<file path="src/rtl/core/dtb_pkg.sv">
// Shared widths, field offsets and operation codes for the deadline timer bank.
`default_nettype none

package dtb_pkg;

    localparam int OP_W   = 3;
    localparam int CH_W   = 6;
    localparam int DL_W   = 64;
    localparam int MASK_W = 32;

    // input item: tdata = {pad, deadline, channel}, tuser = op
    localparam int S_CH_LO   = 0;
    localparam int S_DL_LO   = S_CH_LO + CH_W;
    localparam int S_TDATA_W = ((S_DL_LO + DL_W + 7) / 8) * 8;

    // result item: tdata = {pad, wake, armed_deadline, due_mask, ok}
    localparam int M_OK_BIT  = 0;
    localparam int M_MASK_LO = 1;
    localparam int M_DL_LO   = M_MASK_LO + MASK_W;
    localparam int M_WAKE_BIT = M_DL_LO + DL_W;
    localparam int M_TDATA_W = ((M_WAKE_BIT + 1 + 7) / 8) * 8;

    localparam logic [OP_W-1:0] OP_ARM    = 3'd0;
    localparam logic [OP_W-1:0] OP_DISARM = 3'd1;
    localparam logic [OP_W-1:0] OP_TICK   = 3'd2;
    localparam logic [OP_W-1:0] OP_TAKE   = 3'd3;
    localparam logic [OP_W-1:0] OP_QUERY  = 3'd4;

endpackage

`default_nettype wire

</file>
<file path="src/rtl/core/dtb_cmp.sv">
// Shared signed 64-bit time comparator (a <= b, two's complement).
`default_nettype none

module dtb_cmp
    import dtb_pkg::*;
(
    input  wire logic [DL_W-1:0] a,
    input  wire logic [DL_W-1:0] b,
    output logic                 le
);

    // flip the sign bits so an unsigned compare orders signed values
    logic [DL_W-1:0] a_biased;
    logic [DL_W-1:0] b_biased;

    always_comb begin
        a_biased = {~a[DL_W-1], a[DL_W-2:0]};
        b_biased = {~b[DL_W-1], b[DL_W-2:0]};
        le       = (a_biased <= b_biased);
    end

endmodule

`default_nettype wire

</file>
<file path="config.mk">
export PLATFORM = sky130hd
export DESIGN_NAME = dtb_cmp
export DESIGN_NICKNAME = d
export VERILOG_FILES = /design/src/rtl/core/dtb_pkg.sv /design/src/rtl/core/dtb_cmp.sv
export SDC_FILE = /design/constraint.sdc
export NUM_CORES = 1
export LEC_CHECK = 0
export BUFFER_PORTS_ARGS = -buffer_cell sky130_fd_sc_hd__buf_2
export CAP_MARGIN = 40
export CORE_ASPECT_RATIO = 1.75
export CORE_MARGIN = 2
export CORE_UTILIZATION = 37
export DETAILED_ROUTE_END_ITERATION = 7
export PLACE_DENSITY = 0.85
export SETUP_SLACK_MARGIN = 0.1
export SLEW_MARGIN = 20
export SYNTH_ARGS = -nofsm -noshare
export SYNTH_HDL_FRONTEND = slang
export SYNTH_SLANG_ARGS = --single-unit
</file>
<file path="constraint.sdc">
create_clock -name vclk -period 1.8
set_clock_uncertainty 0.05 [all_clocks]
set_input_delay 0.27 -clock vclk [all_inputs]
set_output_delay 0.27 -clock vclk [all_outputs]
set_load 0.03 [all_outputs]
</file>
==> flow_metrics.env <==
export IMPL_outcome="finished, violations left"
export IMPL_violations="setup timing"
export IMPL_timing_final_crit_share_pct=120
export IMPL_wl_um=6160
export IMPL_ioPinCount=129
export IMPL_max_freq_mhz=464
export IMPL_final_nets=568
export IMPL_place_port_buffers=129
export IMPL_die_x_um=54.6
export IMPL_dp_hpwl_um=4560
export IMPL_via_per_inst=5.22
export IMPL_crit_required_ns=1.48
export IMPL_min_from="b[63]"
export IMPL_finalMaxSlewViolations=0
export IMPL_syn_cell_area_sq_mm=0.00166
export IMPL_crit_arrival_ns=1.84
export IMPL_syn_nets=423
export IMPL_post_route_util_pct=72.6
export IMPL_crit_path_start="a[1]"
export IMPL_power_density_mw_per_mm2=224
export IMPL_grt_max_degree=5
export IMPL_wl_per_cell_um=14.5
export IMPL_criticalPathCategory="primary input to output port"
export IMPL_final_hold_viol_count=0
export IMPL_die_y_um=92.6
export IMPL_synth_largest_area_cell="ha_1"
export IMPL_grt_pass1_wl_um=7820
export IMPL_dieArea_sq_mm=0.00506
export IMPL_max_cap_violations=0
export IMPL_cp_start_kind="primary input"
export IMPL_clock_buffers=0
export IMPL_postPlaceCellArea_sq_mm=0.00248
export IMPL_ys_warn_count=0
export IMPL_drt_iter0_markers=25
export IMPL_ant_nets=0
export IMPL_design_area_sq_mm=0.00317
export IMPL_route_detailed_drc=0
export IMPL_area_delta_synth_final_pct=91.0
export IMPL_vias=2219
export IMPL_avgSynthCellArea_sq_um=7.18
export IMPL_maxSlewHeadroom_pct=77.3
export IMPL_worstPathCellList="buf_2, ha_1, nor2b_1, o211ai_2, a2111oi_2, o41ai_2, nand4b_1, o21ai_4, buf_6"
export IMPL_overflow=0
export IMPL_antenna_cells=0
export IMPL_synth_common_cells="64 x ha_1, 64 x inv_1, 29 x a21oi_1, 17 x nand2_1, 13 x nand4_1"
export IMPL_holdCritPathClass="primary input to output port"
export IMPL_synth_cell_type_count=29
export IMPL_worst_pin_slew_ns=0.339
export IMPL_first_global_vias=2130
export IMPL_slowest_stage="ha_1"
export IMPL_drive_above_1_share_pct=57.0
export IMPL_critical_path_max_stage_delay_ns=0.29
export IMPL_initial_core_util_pct=38.0
export IMPL_vdd_ir_drop_max_uv=140
export IMPL_track_usage_pct=19.5
export IMPL_globalplace_congestion=0.822
export IMPL_fp_coreArea_sq_mm=0.00436
export IMPL_end_kind="output port"
export IMPL_seq_cells=0
export IMPL_antenna_found_initial=0
export IMPL_area_sequential_sq_um=0
export IMPL_dr_pass1_iters=4
export IMPL_p_leak_nw=1.67
export IMPL_setup_violations=1
export IMPL_fin_crit_ns=2.16
export IMPL_fin_ws_ns=-0.356
export IMPL_placementRows=32
export IMPL_synth_area_leaders="ha_1 48%, inv_1 14%, a21oi_1 8.7%, nand4_1 4.9%, nand2_1 3.8%"
export IMPL_yosysSeqAreaShare_pct=0
export IMPL_layout_filler_cells=317
export IMPL_syn_inst=231
export IMPL_rsz0062_at_grt="true"
export IMPL_synth_top_cell_area_share_pct=48.3
export IMPL_path_max_fanout=2
==> cell usage in the layout, fill, tap and decap left out, types with 3 or more instances in the layout <==
cell type  count
inv_4          6
nor2_1         4
nand3_1        4
buf_4         14
ha_4          30
o21ai_1        3
o21ai_0        6
a21oi_1       27
buf_2         93
buf_6         34
ha_1          34
nand2_1       15
inv_1         42
nand4_1       13
inv_2         16
==> cell type report <==
| cell class | count | area (sq um) | area share (%) |
|---|---|---|---|
| inverter | 64 | 255 | 8.06 |
| multi-input combinational | 167 | 1870 | 58.9 |
| tap | 51 | 63.8 | 2.01 |
| timing repair buffer | 143 | 983 | 31.0 |
==> worst paths after layout <==
| check | end | slack [ns] | cells past startpoint |
|---|---|---|---|
| hold / removal | le | 1.03 | 6 |
| setup / recovery | le | -0.36 | 9 |
==> report_power, final <==
group	switching, mW	internal, mW
Clock	0	0
Sequential	0	0
Combinational	0.315	0.396
==> critical path, delay by kind of cell <==
family	cells	cell delay (ns)
AOI/OAI and AO/OA	4	0.71
and+or+nand+nor	2	0.32
adders and majority gates	1	0.29
buffers and inverters	2	0.24
==> timing repair <==
| action | in CTS | in global routing |
|---|---|---|
| resized for setup | 18 | 95 |
| pin swaps | 8 | 33 |
| hold buffers | 0 | 0 |
| endpoints found under the setup margin | 1 | 1 |
| setup buffers | 0 | 1 |
==> logic make-up (layout without fill, tap and decap cells) <==
group | count (synthesis) | after routing | share of synthesized area [%]
compound gates | 53 | 53 | 19.2
fa+ha+maj | 64 | 64 | 48.3
buf+inv | 64 | 207 | 14.5
simple gates | 50 | 50 | 18.0
==> through the flow <==
stage	TNS (ns)	power (mW)	std cells	hold WS, ns	setup slack (ns)
CTS	-0.442	0.540	424	1.05	-0.442
detailed placement	-0.457	0.511	424	1.09	-0.457
global placement	-0.447	0.489	424	1.09	-0.447
global route	-0.422	0.787	425	1.07	-0.422
finish	-0.356	0.710	425	1.03	-0.356
floorplan	-0.143	0.271	231	0.861	-0.143
==> per-layer routing <==
| layer | vias to the layer above | part of all wire (%) | global-route usage, % |
|---|---|---|---|
| li1 | 1096 | - | - |
| met1 | 988 | 31 | 16.3 |
| met2 | 109 | 59 | 43.4 |
| met3 | 26 | 5.1 | 1.13 |
| met4 | 0 | 4.7 | 3.33 |
| met5 | - | 0 | 0 |
Power figures use the tool's default switching activity.
